==> config.mk <==
export PLATFORM = sky130hd
export DESIGN_NAME = fdr_div_pipe
export DESIGN_NICKNAME = d
export VERILOG_FILES = /design/src/fdr_div_pipe.sv
export SDC_FILE = /design/constraint.sdc
export NUM_CORES = 2
export LEC_CHECK = 0
export BUFFER_PORTS_ARGS = -buffer_cell sky130_fd_sc_hd__buf_4
export CAP_MARGIN = 10
export CORE_MARGIN = 1
export CORE_UTILIZATION = 58
export DETAILED_ROUTE_END_ITERATION = 10
export PLACE_DENSITY = 0.77
export SYNTH_ARGS = -nofsm -noshare
export SYNTH_HDL_FRONTEND = slang
export SYNTH_SLANG_ARGS = --single-unit
==> constraint.sdc <==
create_clock -name clk_i -period 3.4 [get_ports clk_i]
set_input_delay 0.17 -clock clk_i [delete_from_list [all_inputs] [get_ports clk_i]]
set_output_delay 0.17 -clock clk_i [all_outputs]
set_load 0.05 [all_outputs]
==> src/fdr_div_pipe.sv <==
`timescale 1ns / 1ps
`default_nettype none

module fdr_div_pipe #(
  parameter int unsigned NumWidth  = 61,
  parameter int unsigned DenWidth  = 32,
  parameter int unsigned QuotWidth = 28,
  parameter int unsigned SideWidth = 1
) (
  input  logic                 clk_i,
  input  logic                 rst_ni,
  input  logic                 en_i,
  input  logic                 valid_i,
  input  logic [NumWidth-1:0]  num_i,
  input  logic [DenWidth-1:0]  den_i,
  input  logic [SideWidth-1:0] side_i,
  output logic                 valid_o,
  output logic [QuotWidth-1:0] quot_o,
  output logic [SideWidth-1:0] side_o
);

  logic                 valid_q [QuotWidth];
  logic [NumWidth-1:0]  rem_q   [QuotWidth];
  logic [DenWidth-1:0]  den_q   [QuotWidth];
  logic [QuotWidth-1:0] quot_q  [QuotWidth];
  logic [SideWidth-1:0] side_q  [QuotWidth];

  // One restoring step per stage, quotient bits from the top down.
  for (genvar k = 0; k < QuotWidth; k++) begin : g_stage
    localparam int unsigned Shift = QuotWidth - 1 - k;

    logic                 vld_in;
    logic [NumWidth-1:0]  rem_in;
    logic [NumWidth-1:0]  trial;
    logic [DenWidth-1:0]  den_in;
    logic [QuotWidth-1:0] quot_in;
    logic [SideWidth-1:0] side_in;
    logic                 take;

    if (k == 0) begin : g_first
      assign vld_in  = valid_i;
      assign rem_in  = num_i;
      assign den_in  = den_i;
      assign quot_in = '0;
      assign side_in = side_i;
    end else begin : g_next
      assign vld_in  = valid_q[k-1];
      assign rem_in  = rem_q[k-1];
      assign den_in  = den_q[k-1];
      assign quot_in = quot_q[k-1];
      assign side_in = side_q[k-1];
    end

    assign trial = NumWidth'(den_in) << Shift;
    assign take  = rem_in >= trial;

    always_ff @(posedge clk_i or negedge rst_ni) begin
      if (!rst_ni) begin
        valid_q[k] <= 1'b0;
      end else if (en_i) begin
        valid_q[k] <= vld_in;
      end
    end

    always_ff @(posedge clk_i) begin
      if (en_i) begin
        rem_q[k]  <= take ? (rem_in - trial) : rem_in;
        den_q[k]  <= den_in;
        quot_q[k] <= {quot_in[QuotWidth-2:0], take};
        side_q[k] <= side_in;
      end
    end
  end

  assign valid_o = valid_q[QuotWidth-1];
  assign quot_o  = quot_q[QuotWidth-1];
  assign side_o  = side_q[QuotWidth-1];

endmodule

`default_nettype wire

==> impl_metrics.toml <==
[status]
status = "finished, violations left"
violations = "negative setup slack"

[power_and_ir_drop]
p_per_area_nw_per_um2 = 840
power_frac_clock_pct = 21.2
p_leak_nw = 81.5
switching_share_pct = 37.1
power_mw = 170
power.switching_mw = 62.9
p_int_mw = 107
seqPwrFrac_pct = 34.2
vdd_ir_drop_max_uv = 614
pwr-share-comb_pct = 44.7

[drt]
post_drt_wl_per_cell_um = 24.0
met1_length_um = 174000
drt_iter0_markers = 13900
drc = 0
ant_nets = 0
highest_layer = "met5"
route.met3.wl_um = 36600
wl_met2_um = 240000
avgViaCountPerCell = 6.22
route.vias.total = 127000
dr.pass1.iters = 9
drt-total-wl_um = 489000

[worst_setup_path]
reg2reg_to = "rem_q[0][148]$_DFFE_PP_"
path_class = "flop to flop"
crit_start = "den_q[0][39]$_DFFE_PP_"
reg2reg_from = "den_q[0][39]$_DFFE_PP_"
critical_path_required_ns = 4.09
rrSetupSlack_ns = -0.66
crit_path_max_fanout = 8
cp-end-kind = "flop"
startpoint_type = "flop"
crit_path_end = "rem_q[0][148]$_DFFE_PP_"
r2r.worst_path.cells = 13
arrival_ns = 4.75

[hold_path]
hold_class = "input pin to flop"

[placement]
dp_hpwl_um = 323000
dp.cells = 19300
io_buffers = 127
post-place-ws_ns = -0.846
placed_area_um2 = 178000
place.gp.congestion = 0.986

[grt]
grt_pass1_wl_um = 695000
overflow = 0
antenna_found_initial = 18
grtUsageTotal_pct = 32.4
grt_pass1_vias = 122000
grt_max_degree = 189

[timing]
post-route-period-util_pct = 119
worstMarginPinSlew_ns = 1.40
slew_headroom_pct = 6.42
drv_slew = 0
finalHoldViolations = 0
rsz0062_at_grt = "yes"
setup_viol = 456
fmax_mhz = 246
setup_ws_ns = -0.658
finClkSkew_ns = 0.0726
whs_ns = 0.0665
finalCriticalPeriod_ns = 4.06

[finish]
area_delta_synth_final_pct = 27.4
seq_area_um2 = 89100
layout.nets = 17600
multi_input_area_um2 = 71000
final_cell_area_um2 = 202000
n_fill_cell = 16900
final_cells = 20400
drive_above_1_share_pct = 25.0

[flow_run]
drv_cap = 0

[synthesis]
synthFlopType = "edfxtp_1"
synth_warnings = 0
synth_compound_area_share_pct = 13.4
seq_area_frac_synth_pct = 56.2
synth_cell_type_count = 91
synth_top_family_by_area = "compound AO/OA/AOI/OAI gates"
syn_area_um2 = 159000
synth_nets = 15000
synthMuxAreaShare_pct = 1.12
synth_xor_area_share_pct = 6.18
synthAdderAreaFrac_pct = 7.41
netlist.top_cell.by_area = "edfxtp_1"
netlist.area_leader.share_pct = 55.7
synthCells = 14000
synth_common_cells = "edfxtp_1 (2945), inv_1 (1174), nand2_1 (1088)"
synth.avg_cell_area_um2 = 11.3
synthArstFlopShare_pct = 0.942
ys_ff_latch = 2973
yosys-top-cells-area = "edfxtp_1 (56%), ha_1 (7.1%), xnor2_1 (3.4%)"
synth_edf_count = 2945
yosysMostFrequentCell = "edfxtp_1"
synthSimpleGateAreaFrac_pct = 12.1

[cts]
h-tree-depth = 5
cts_tree = "built"
clkLatencyLatePin_ns = 0.97
clkTransAtPathRegs_ns = 0.07
cts_buffer_depth = 4
numCtsBuffers = 315
root_buffer = "clkbuf_16"
cts.sinks = 2973

[floorplanning]
rows = 191
core_area_um2 = 271000
boundaryPins = 128
start_util_pct = 58.4
dieHeight_um = 525
dieWidth_um = 525
die_area_um2 = 276000
[worst min path at each step]
stage	start	end	slack, ns	cells past startpoint
2_1_floorplan	rst_ni	g_stage[10].vld_in$_DFFE_PN0P_	-0.13	0
3_3_place_gp	rst_ni	g_stage[1].vld_in$_DFFE_PN0P_	0.1	1
3_5_place_dp	rst_ni	g_stage[1].vld_in$_DFFE_PN0P_	0.11	1
4_1_cts	valid_i	g_stage[1].vld_in$_DFFE_PN0P_	0.02	3
5_1_grt	valid_i	g_stage[1].vld_in$_DFFE_PN0P_	0.07	3
6_report	valid_i	g_stage[1].vld_in$_DFFE_PN0P_	0.07	3
[state kept, by name (all words and copies together) (netlist names)]
signal          cells
rem_q            1647
den_q             864
quot_q            406
side_q             28
g_stage.vld_in     27
valid_o             1
[kinds of logic after synthesis]
kind of cell,count (synthesis)
AO/OA/AOI/OAI,3423
adder cells (fa/ha/maj),923
XOR/XNOR,1120
flip-flops,2973
AND/OR/NAND/NOR,3872
buffers and inverters,1546
multiplexers,160
[power by group through the flow]
stage	registers (mW)	logic, mW	clock network [mW]
2_1_floorplan	55.0	42.1	0
3_3_place_gp	58.0	64.7	0
3_5_place_dp	58.0	65.5	0
4_1_cts	57.6	69.4	35.9
5_1_grt	58.5	81.6	37.4
6_report	58.1	75.9	35.9
[timing repair]
| item | CTS | global route |
|---|---|---|
| setup buffers | 148 | 227 |
| endpoints found under the setup margin | 1054 | 1086 |
| hold buffers | 159 | 0 |
| gates resized for setup | 839 | 1008 |
| cloned | 37 | 33 |
| pin swaps | 255 | 433 |
| endpoints found under the hold margin | 491 | 0 |
[layout by cell type (no fill, tap or decap), types with 113 or more instances in the layout]
| cell | netlist | routed |
|---|---|---|
| edfxtp_1 | 2945 | 2945 |
| buf_4 | 0 | 2165 |
| inv_1 | 1174 | 1137 |
| nand2_1 | 1088 | 1037 |
| a21oi_1 | 1069 | 941 |
| ha_1 | 896 | 822 |
| nor2_1 | 915 | 786 |
| o21ai_0 | 878 | 705 |
| xnor2_1 | 616 | 591 |
| a21o_1 | 522 | 520 |
| xor2_1 | 504 | 494 |
| clkbuf_16 | 0 | 350 |
| nand3_1 | 265 | 233 |
| nand4_1 | 227 | 227 |
| nor3_1 | 253 | 199 |
| nand2b_1 | 174 | 168 |
| dlygate4sd3_1 | 0 | 158 |
| nor4_1 | 226 | 156 |
| o21a_1 | 127 | 121 |
| mux2_2 | 145 | 118 |
| nor2b_1 | 136 | 113 |
[metrics by stage]
stage	TNS, ns	utilization (%)
final	-71.50	74.5
after global routing	-140.47	74.5
after CTS	-29.47	72.1
after detailed placement	-160.06	65.6
after global placement	-114.08	65.6
after floorplan	-3.24	-
[final cells by class]
cell class	instances	area share [%]
sequential	2973	44.1
multi-input combinational	9499	35.1
timing repair buffer	2593	11.1
clock buffer	374	4.09
inverter	1179	2.21
tap	3570	2.21
clock inverter	199	1.13
antenna	11	0.0136
[metal layers]
layer,up-vias,global-route usage (%)
li1,57000,-
met1,60700,37.7
met2,6994,57.1
met3,2222,4.10
met4,18,19.5
met5,-,0
[worst max-delay path: stages (launching register included)]
cell	delay (ns)
edfxtp_1	0.57
inv_1	0.12
ha_1	0.39
a211oi_1	0.58
o21ai_4	0.15
a311oi_2	0.33
buf_4	0.22
a31oi_4	0.12
a21oi_4	0.22
o221a_4	0.23
o211ai_1	0.15
buf_4	0.20
clkbuf_16	0.18
mux2_2	0.32
No activity file was read; power rests on OpenSTA's default activity.
