**config.mk**
```make
export PLATFORM = sky130hd
export DESIGN_NAME = fdr_sqrt_pipe
export DESIGN_NICKNAME = d
export VERILOG_FILES = /design/src/fdr_sqrt_pipe.sv
export SDC_FILE = /design/constraint.sdc
export NUM_CORES = 1
export LEC_CHECK = 0
export BUFFER_PORTS_ARGS = -buffer_cell sky130_fd_sc_hd__buf_2
export CAP_MARGIN = 20
export CORE_MARGIN = 5
export CORE_UTILIZATION = 50
export CTS_BUF_LIST = sky130_fd_sc_hd__clkbuf_4
export CTS_CLUSTER_SIZE = 30
export DETAILED_ROUTE_END_ITERATION = 7
export MAX_ROUTING_LAYER = met4
export PLACE_DENSITY = 0.71
export REMOVE_ABC_BUFFERS = 1
export SYNTH_ARGS = -nofsm -noshare
export SYNTH_HDL_FRONTEND = slang
export SYNTH_SLANG_ARGS = --single-unit
```
**constraint.sdc**
```tcl
create_clock -name clk_i -period 3.8 [get_ports clk_i]
set_clock_uncertainty 0.1 [all_clocks]
set_input_delay 0.38 -clock clk_i [delete_from_list [all_inputs] [get_ports clk_i]]
set_output_delay 0.38 -clock clk_i [all_outputs]
set_load 0.03 [all_outputs]
```
**src/fdr_sqrt_pipe.sv**
```systemverilog
`timescale 1ns / 1ps
`default_nettype none

module fdr_sqrt_pipe #(
  parameter int unsigned ValWidth  = 33,
  parameter int unsigned RootWidth = 17,
  parameter int unsigned SideWidth = 1
) (
  input  logic                 clk_i,
  input  logic                 rst_ni,
  input  logic                 en_i,
  input  logic                 valid_i,
  input  logic [ValWidth-1:0]  val_i,
  input  logic [SideWidth-1:0] side_i,
  output logic                 valid_o,
  output logic [RootWidth-1:0] root_o,
  output logic [SideWidth-1:0] side_o
);

  localparam int unsigned Steps    = (ValWidth + 1) / 2;
  localparam int unsigned ResWidth = ValWidth + 1;

  logic                 valid_q [Steps];
  logic [ValWidth-1:0]  val_q   [Steps];
  logic [ResWidth-1:0]  res_q   [Steps];
  logic [SideWidth-1:0] side_q  [Steps];

  // Digit-by-digit square root, one result bit per stage.
  for (genvar k = 0; k < Steps; k++) begin : g_stage
    localparam int unsigned Shift = 2 * (Steps - 1 - k);

    logic                 vld_in;
    logic [ValWidth-1:0]  val_in;
    logic [ResWidth-1:0]  res_in;
    logic [SideWidth-1:0] side_in;
    logic [ResWidth-1:0]  bit_w;
    logic [ResWidth-1:0]  trial;
    logic                 take;

    if (k == 0) begin : g_first
      assign vld_in  = valid_i;
      assign val_in  = val_i;
      assign res_in  = '0;
      assign side_in = side_i;
    end else begin : g_next
      assign vld_in  = valid_q[k-1];
      assign val_in  = val_q[k-1];
      assign res_in  = res_q[k-1];
      assign side_in = side_q[k-1];
    end

    assign bit_w = ResWidth'(1) << Shift;
    assign trial = res_in + bit_w;
    assign take  = ResWidth'(val_in) >= trial;

    always_ff @(posedge clk_i or negedge rst_ni) begin
      if (!rst_ni) begin
        valid_q[k] <= 1'b0;
      end else if (en_i) begin
        valid_q[k] <= vld_in;
      end
    end

    always_ff @(posedge clk_i) begin
      if (en_i) begin
        val_q[k]  <= take ? ValWidth'(ResWidth'(val_in) - trial) : val_in;
        res_q[k]  <= take ? ((res_in >> 1) + bit_w) : (res_in >> 1);
        side_q[k] <= side_in;
      end
    end
  end

  assign valid_o = valid_q[Steps-1];
  assign root_o  = RootWidth'(res_q[Steps-1]);
  assign side_o  = side_q[Steps-1];

endmodule

`default_nettype wire

```
==> impl_metrics.csv, run 1 <==
group,metric,value,unit
worst_hold_path,hold_depth,0,
worst_setup_path,cp-end-kind,"flop",
die,die_area,0.0715,mm²
yosys,yosys.cell_types.count,86,
grt,gr-usage-all-layers,19.5,%
drt,routed_wl,67200,µm
yosys,yosys.area.top_type,"edfxtp_1",
worst_hold_path,hp-class,"reg2reg",
clocking,numCtsBuffers,181,
flow_run,max_cap_viol_count,0,
clocking,htree_levels,4,
clocking,clkSinkCount,715,
worst_setup_path,r2r_cells,8,
clocking,clock_latency,1.04,ns
yosys,syn_inst,2485,
worst_setup_path,cp_top_family,"simple AND/OR/NAND/NOR gates",
power_and_ir_drop,power_frac_comb,18.4,%
worst_setup_path,crit_slowest_cell,"or4b_1",
final_layout,final_util,57.6,%
sta,hold_violations,0,
worst_setup_path,cp_num_buf_inv,1,
clocking,clk_root_buffer_cell,"clkbuf_4",
drt,avgViaCountPerCell,5.44,
yosys,synth.most_common_cell,"edfxtp_1",
sta,drv_slew,0,
final_layout,multiInputGateArea,0.0108,mm²
drt,vias,20700,
final_layout,fillCellCount,5190,
power_and_ir_drop,p_seq_share,50.7,%
drt,drcViolationCount,0,
sta,setup_viol,0,
sta,min_period,3.38,ns
drt,dr.pass1.iters,7,
sta,clock.fmax,296,MHz
final_layout,design_area,0.0379,mm²
yosys,yosysTopAreaCellShare,63.3,%
yosys,yosysSeqAreaShare,64.6,%
place,gp_congestion,0.932,
grt,grt_pass1_vias,21700,
worst_setup_path,worstPathArrival,4.00,ns
drt,first_iter_violations,1408,
place,port_buffers,56,
yosys,ys_warn_count,0,
final_layout,final_layout_size_suffix_gt1_share,15.7,%
clocking,path_clk_slew,0.06,ns
die,die_y,267,µm
die,die_w,267,µm
yosys,synthArstFlopShare,2.38,%
drt,wl_per_cell,17.6,µm
clocking,clockBufferDepth,3,
power_and_ir_drop,power.switching,6100,µW
yosys,synth_edf_count,698,
final_layout,finalNetCount,3007,
drt,ant_nets,0,
sta,tightest_slew,0.834,ns
run_status,outcome,"finished clean",
worst_setup_path,startpoint_type,"flop",
grt,overflow,0,
final_layout,syn_to_final_growth,14.4,%
clocking,tritoncts,"built",
sta,relSlewSlack,44.4,%
worst_setup_path,path_max_fanout,27,
power_and_ir_drop,power.internal,15200,µW
yosys,synthTopCellsByArea,"edfxtp_1 63%, ha_1 6.3%, xnor2_1 3.0%",
worst_setup_path,required,4.43,ns
worst_setup_path,path_cells,"ha_1 > nand4_1 > or4b_1 > o211ai_1 > a41oi_2 > o41ai_4 > buf_4 > mux2_2",
place,dpl.hpwl,46400,µm
power_and_ir_drop,clockPowerShare,30.9,%
yosys,syn_area_per_cell,13.3,µm²
worst_setup_path,cp.depth,8,
sta,finalCritPeriodShare,88.9,%
worst_setup_path,crit_type,"reg2reg",
grt,grt_max_degree,111,
final_layout,seq_area,0.0214,mm²
power_and_ir_drop,ir_drop,0.414,mV
grt,grt_pass1_wl,107000,µm
power_and_ir_drop,powerDensity,562,mW/mm²
place,place_area,0.0348,mm²
yosys,yosys_register_bits,715,
clocking,cts_resized,0,
power_and_ir_drop,switching_share,28.7,%
worst_setup_path,slowest_delay,0.65,ns
yosys,synth_commonest_cells,"698 x edfxtp_1, 205 x inv_1, 175 x nor2_1",
die,num_rows,94,
power_and_ir_drop,total_power,21300,µW
die,start_util,50.4,%
die,coreArea,0.0657,mm²
sta,rsz0062_at_grt,"false",
yosys,synth_top_flop_cell,"edfxtp_1",
die,ios,57,
grt,antenna_found_initial,2,
sta,setup_tns,0,ns
power_and_ir_drop,leakage,0.0147,µW
yosys,netlist_area,0.0331,mm²
==> placed cells by master (no fill, tap or decap), types with 8 or more instances in the layout <==
| cell | count |
|---|---|
| nor4b_1 | 13 |
| o31a_1 | 9 |
| a211oi_1 | 10 |
| nand3_1 | 26 |
| a21o_1 | 42 |
| ha_1 | 166 |
| dfrtp_1 | 17 |
| dlygate4sd3_1 | 74 |
| mux2_2 | 45 |
| nor4_1 | 67 |
| or3_1 | 18 |
| nand2_1 | 124 |
| o21a_1 | 29 |
| buf_4 | 28 |
| buf_2 | 56 |
| a21oi_1 | 146 |
| or4_1 | 13 |
| nand4_1 | 34 |
| a21boi_0 | 9 |
| clkinv_1 | 36 |
| o31ai_1 | 13 |
| edfxtp_1 | 698 |
| nand3b_1 | 11 |
| buf_12 | 10 |
| clkbuf_4 | 263 |
| xor2_1 | 88 |
| o211ai_1 | 13 |
| nor3_1 | 57 |
| and3_1 | 13 |
| o21bai_1 | 8 |
| nor2_1 | 175 |
| a31oi_1 | 9 |
| nand2b_1 | 34 |
| xnor2_1 | 115 |
| o21ai_0 | 117 |
| nor2b_1 | 22 |
| inv_1 | 205 |
==> power by group through the flow <==
| stage | Clock, µW | Combinational, µW | Sequential, µW |
|---|---|---|---|
| finish | 6570 | 3920 | 10800 |
| global route | 7230 | 4360 | 10900 |
| CTS | 6730 | 3910 | 10800 |
| detailed placement | 0 | 3830 | 10900 |
| global placement | 0 | 3710 | 10900 |
| floorplan | 0 | 2850 | 10700 |
==> kinds of logic after synthesis <==
| kind of cell | Yosys count | share of synthesized area, % |
|---|---|---|
| simple gates | 653 | 10.4 |
| xor+xnor | 203 | 5.37 |
| fa+ha+maj | 167 | 6.33 |
| flops | 715 | 64.6 |
| mux | 51 | 1.73 |
| other cells | 1 | 0.0113 |
| compound gates | 455 | 8.78 |
| buf+inv | 240 | 2.78 |
==> routing by layer <==
layer	routed length (µm)	track usage [%]	part of all wire, %	vias to the layer above
li1	-	-	-	10000
met1	23100	18.1	34	9941
met2	38500	37.6	57	545
met3	2800	4.02	4.2	195
met4	2750	9.30	4.1	0
met5	0	-	0	-
==> registers in the layout (all words and copies together) (netlist names) <==
signal          flops
val_q             528
g_stage.vld_in     16
side_q             17
valid_o             1
res_q             153
==> path summary, 6_finish.rpt <==
| path | startpoint | endpoint | slack (ns) |
|---|---|---|---|
| setup / recovery | val_q[0][476] | val_q[0][506] | 0.42 |
| setup reg to reg | val_q[0][476] | val_q[0][506] | 0.42 |
| hold / removal | val_q[0][429] | val_q[0][462] | 0.30 |
| max in group asynchronous | rst_ni | g_stage[2].vld_in | 2.74 |
| hold reg to reg | val_q[0][429] | val_q[0][462] | 0.30 |
| min in group asynchronous | rst_ni | g_stage[10].vld_in | 0.39 |
==> timing repair <==
action | in CTS | in global routing
endpoints found under the hold margin | 248 | 0
hold buffers | 74 | 0
buffers inserted | 0 | 0
==> worst reg2reg max path, cell delays in order, from the launching register on <==
cell	delay (ns)
edfxtp_1	0.40
ha_1	0.40
nand4_1	0.31
or4b_1	0.65
o211ai_1	0.27
a41oi_2	0.08
o41ai_4	0.13
buf_4	0.39
mux2_2	0.39
==> area by class of cell <==
class                      count  area share, %
sequential                   715           56.5
multi-input combinational   1530           28.5
clock buffer                 263           5.21
timing repair buffer         169           3.82
tap                          864           2.86
inverter                     205           2.03
clock inverter                58           1.02
antenna                        5         0.0330
==> stage by stage <==
stage               std cells  worst slack, ns  hold WS, ns
floorplan                2450            0.324      -0.0156
global placement         3408            0.447        0.202
detailed placement       3409            0.366        0.210
CTS                      3804            0.344        0.259
global route             3809            0.153        0.267
finish                   3809            0.423        0.304
Power figures use the tool's default switching activity.
==> inputs of run 2 (changes only) <==
--- a/config.mk
+++ b/config.mk
@@ -7,6 +7,7 @@
 export LEC_CHECK = 0
 export BUFFER_PORTS_ARGS = -buffer_cell sky130_fd_sc_hd__buf_2
 export CAP_MARGIN = 20
+export CORE_ASPECT_RATIO = 0.9
 export CORE_MARGIN = 5
 export CORE_UTILIZATION = 50
 export CTS_BUF_LIST = sky130_fd_sc_hd__clkbuf_4
==> impl_metrics.csv, run 2 (synthesis gave the netlist of run 1 again) <==
group,metric,value,unit
run_status,outcome,"finished clean",
sta,worst_slack,0.451,ns
drt,ant_nets,0,
place,place_inst,3401,
grt,grt_pass1_wl,105000,µm
final_layout,stdcell_count,3779,
place,dpl.hpwl,45600,µm
final_layout,syn_to_final_growth,13.4,%
drt,dr.pass1.iters,6,
final_layout,top_register,"val_q",
drt,drcViolationCount,0,
final_layout,finalNetCount,2992,
power_and_ir_drop,clockPowerShare,29.3,%
die,die_area,0.0715,mm²
sta,setup_tns,0,ns
final_layout,final_common_cell,"edfxtp_1",
grt,gr-usage-all-layers,18.9,%
power_and_ir_drop,switching_share,28.4,%
sta,finalCritPeriodShare,88.1,%
power_and_ir_drop,power.internal,14900,µW
place,post-place-ws,0.394,ns
worst_hold_path,hold_depth,0,
clocking,numCtsBuffers,174,
die,num_rows,89,
sta,hold_violations,0,
place,gp_congestion,0.941,
worst_setup_path,crit_type,"reg2reg",
worst_setup_path,cp-end-kind,"flop",
die,coreArea,0.0656,mm²
die,start_util,50.5,%
power_and_ir_drop,power_frac_comb,18.8,%
clocking,clock_latency,0.99,ns
sta,min_period,3.35,ns
power_and_ir_drop,powerDensity,554,mW/mm²
worst_setup_path,required,4.39,ns
drt,vias,20400,
final_layout,reg.largest.list,"val_q: 528 flops, res_q: 153 flops, side_q: 17 flops",
drt,routed_wl,64800,µm
die,die_y,254,µm
worst_setup_path,startpoint_type,"flop",
sta,rsz0062_at_grt,"false",
place,port_buffers,56,
clocking,path_clk_slew,0.06,ns
drt,avgViaCountPerCell,5.41,
power_and_ir_drop,ir_drop,0.420,mV
power_and_ir_drop,p_seq_share,51.8,%
final_layout,final_cell_mix,"698 x edfxtp_1, 252 x clkbuf_4, 205 x inv_1",
worst_setup_path,slowest_delay,0.61,ns
worst_setup_path,crit_slowest_cell,"or4b_1",
drt,wl_per_cell,17.1,µm
die,ios,57,
grt,antenna_found_initial,1,
grt,grt_max_degree,167,
worst_setup_path,path_max_fanout,27,
sta,tightest_slew,0.916,ns
drt,first_iter_violations,1194,
sta,clock.fmax,299,MHz
grt,overflow,0,
sta,drv_slew,0,
clocking,post_cts_buffers,0,
power_and_ir_drop,leakage,0.0145,µW
flow_run,max_cap_viol_count,0,
grt,grt_pass1_vias,21100,
sta,holdWs,0.288,ns
clocking,clkSinkCount,715,
final_layout,largest_reg_flops,528,
clocking,tritoncts,"built",
worst_setup_path,worstPathArrival,3.94,ns
worst_setup_path,path_cells,"ha_1 > nand4_1 > or4b_1 > o211ai_1 > a41oi_2 > o41ai_4 > buf_4 > mux2_2",
final_layout,final_layout_size_suffix_gt1_share,15.0,%
power_and_ir_drop,power.switching,5920,µW
worst_setup_path,r2r_cells,8,
clocking,clockBufferDepth,3,
die,die_w,281,µm
worst_hold_path,hp-class,"reg2reg",
clocking,clk_root_buffer_cell,"clkbuf_4",
clocking,htree_levels,4,
sta,relSlewSlack,38.9,%
sta,setup_viol,0,
-- run 2: worst paths after layout --
kind,startpoint,endpoint,slack [ns]
setup reg to reg,val_q[0][477],val_q[0][510],0.45
hold reg to reg,side_q[0][14],side_q[0][15],0.29
min in group asynchronous,rst_ni,valid_o,0.38
setup / recovery,val_q[0][477],val_q[0][510],0.45
hold / removal,side_q[0][14],side_q[0][15],0.29
max in group asynchronous,rst_ni,g_stage[12].vld_in,2.76
-- run 2: timing repair --
item	in CTS	in global routing
endpoints found under the setup margin	0	0
hold endpoints to repair	213	0
hold buffers	74	0
gates resized for setup	0	0
-- run 2: final cells by class --
class	count	area [µm²]
multi-input cells	1530	10800
clock inverters	48	260
clock buffers	252	1890
flip-flops and latches	715	21400
diodes	4	10.0
inverters	205	769
repair buffers	161	1350
fillers	5194	28000
well taps	864	1080
-- run 2: critical path: cells and delay by family, from the launching register on --
family | cells | cell delay, ns
compound gates | 3 | 0.51
fa+ha+maj | 1 | 0.42
buf+inv | 1 | 0.39
flops | 1 | 0.40
mux | 1 | 0.38
simple gates | 2 | 0.88
-- run 2: power groups by stage --
stage / Combinational (µW) / Sequential (µW) / Clock [µW]
after floorplan: 2850 / 10700 / 0
after global placement: 3730 / 10900 / 0
after detailed placement: 3830 / 10900 / 0
after CTS: 3920 / 10800 / 6310
after global routing: 4380 / 10900 / 6780
final: 3920 / 10800 / 6110
-- run 2: per-stage QoR --
step / area (µm²) / utilization [%] / power (µW)
finish: 37600 / 57.3 / 20800
global route: 37500 / 57.2 / 22100
CTS: 37500 / 57.2 / 21000
detailed placement: 34700 / 52.8 / 14800
global placement: 34600 / 52.8 / 14600
floorplan: 33000 / - / 13500
-- run 2: metal layers --
metal | track usage [%] | up-vias | part of all wire, %
met5 | - | - | 0
met4 | 8.00 | 0 | 3.3
met3 | 3.72 | 161 | 3.9
met2 | 34.0 | 497 | 53
met1 | 20.6 | 9779 | 39
li1 | - | 10000 | -
==> inputs of run 3 (changes only) <==
--- a/config.mk
+++ b/config.mk
@@ -14,7 +14,7 @@
 export CTS_CLUSTER_SIZE = 30
 export DETAILED_ROUTE_END_ITERATION = 7
 export MAX_ROUTING_LAYER = met4
-export PLACE_DENSITY = 0.71
+export PLACE_DENSITY = 0.66
 export REMOVE_ABC_BUFFERS = 1
 export SYNTH_ARGS = -nofsm -noshare
 export SYNTH_HDL_FRONTEND = slang
==> impl_metrics.csv, run 3 (synthesis gave the netlist of run 1 again) <==
group,metric,value,unit
run_status,outcome,"finished clean",
clocking,numCtsBuffers,177,
clocking,tritoncts,"built",
final_layout,finalNetCount,2999,
worst_hold_path,hp-class,"reg2reg",
worst_setup_path,crit_slowest_cell,"or4b_1",
final_layout,design_area,0.0377,mm²
worst_setup_path,slowest_delay,0.47,ns
sta,finalCritPeriodShare,91.3,%
worst_setup_path,required,4.39,ns
worst_setup_path,cp_top_family,"simple AND/OR/NAND/NOR gates",
worst_setup_path,crit_type,"reg2reg",
final_layout,syn_to_final_growth,13.8,%
sta,setup_tns,0,ns
power_and_ir_drop,switching_share,28.7,%
sta,min_period,3.47,ns
power_and_ir_drop,power.internal,15000,µW
clocking,clkSinkCount,715,
clocking,clk_root_buffer_cell,"clkbuf_4",
final_layout,final_cell_mix,"698 x edfxtp_1, 241 x clkbuf_4, 205 x inv_1",
clocking,post_cts_buffers,0,
grt,overflow,0,
sta,drv_slew,0,
die,num_rows,89,
worst_setup_path,ff2ff_setup_slack,0.33,ns
drt,avgViaCountPerCell,5.42,
final_layout,final_layout_size_suffix_gt1_share,15.0,%
final_layout,final_common_cell,"edfxtp_1",
power_and_ir_drop,ir_drop,0.327,mV
die,ios,57,
place,gp_congestion,0.962,
drt,ant_nets,0,
drt,routed_wl,67800,µm
final_layout,top_register,"val_q",
grt,antenna_found_initial,2,
sta,hold_violations,0,
place,dpl.hpwl,48500,µm
grt,gr-usage-all-layers,19.9,%
sta,relSlewSlack,45.8,%
power_and_ir_drop,p_seq_share,51.6,%
sta,clock.fmax,288,MHz
grt,grt_pass1_vias,21500,
power_and_ir_drop,leakage,0.0145,µW
grt,grt_pass1_wl,110000,µm
die,die_w,281,µm
power_and_ir_drop,power_frac_comb,18.7,%
final_layout,largest_reg_flops,528,
die,coreArea,0.0656,mm²
die,die_area,0.0715,mm²
power_and_ir_drop,clockPowerShare,29.7,%
clocking,clock_latency,0.99,ns
drt,vias,20600,
drt,drcViolationCount,0,
worst_setup_path,worstPathArrival,4.07,ns
sta,tightest_slew,0.813,ns
worst_setup_path,worst_path_most_repeated_cell,"nor4_2",
grt,grt_max_degree,94,
die,die_y,254,µm
flow_run,max_cap_viol_count,0,
sta,setup_viol,0,
drt,first_iter_violations,1446,
sta,holdWs,0.305,ns
clocking,clockBufferDepth,3,
die,start_util,50.5,%
final_layout,reg.largest.list,"val_q: 528 flops, res_q: 153 flops, side_q: 17 flops",
worst_setup_path,path_max_fanout,13,
drt,dr.pass1.iters,5,
worst_setup_path,cp_num_buf_inv,0,
place,place_area,0.0347,mm²
power_and_ir_drop,powerDensity,557,mW/mm²
clocking,htree_levels,4,
sta,rsz0062_at_grt,"false",
worst_setup_path,path_cells,"ha_1 > or4b_1 > nor4_2 > a2111oi_2 > o311a_2 > a2111oi_4 > o211ai_1 > nor4_2 > xor2_1",
clocking,path_clk_slew,0.07,ns
worst_setup_path,startpoint_type,"flop",
power_and_ir_drop,power.switching,6030,µW
place,port_buffers,56,
worst_setup_path,cp-end-kind,"flop",
drt,wl_per_cell,17.8,µm
==> run 3: path summary, 6_finish.rpt <==
path | endpoint | from | cells past startpoint
max | val_q[0][460] | val_q[0][405] | 9
min | side_q[0][15] | side_q[0][14] | 0
max reg2reg | val_q[0][460] | val_q[0][405] | 9
min reg2reg | side_q[0][15] | side_q[0][14] | 0
max in group asynchronous | g_stage[16].vld_in | rst_ni | 3
min in group asynchronous | g_stage[5].vld_in | rst_ni | 3
==> run 3: routing by layer <==
metal  up-vias  GRT usage, %  routed length (µm)
li1      10100             -                   -
met1      9889          22.2               27300
met2       503          35.0               35200
met3       177          3.91                2880
met4         0          8.70                2460
met5         -             -                   0
==> run 3: stage by stage <==
step	cells	power, µW	setup slack (ns)	utilization [%]
2_1_floorplan	2450	13500	0.324	-
4_1_cts	3795	21200	0.305	57.4
3_5_place_dp	3405	14800	0.338	52.9
5_1_grt	3802	22300	0.165	57.4
3_3_place_gp	3405	14700	0.459	52.9
6_report	3802	21000	0.329	57.4
==> run 3: power groups by stage <==
stage | clock [µW] | sequential [µW] | combinational (µW)
after global placement | 0 | 11000 | 3740
after global routing | 6930 | 10900 | 4380
after floorplan | 0 | 10700 | 2850
after CTS | 6480 | 10800 | 3930
final | 6240 | 10800 | 3930
after detailed placement | 0 | 11000 | 3840
==> run 3: what timing repair did <==
action / 4_1_cts / 5_1_grt
hold endpoints to repair: 140 / 0
gates resized for setup: 0 / 0
hold buffers: 74 / 0
==> run 3: final cells by class <==
cell class	count	area (µm²)
antenna	7	17.5
tap	864	1080
inverter	205	769
fill	5303	27900
multi-input combinational	1530	10800
sequential	715	21400
clock buffer	241	1810
timing repair buffer	165	1370
clock inverter	75	422
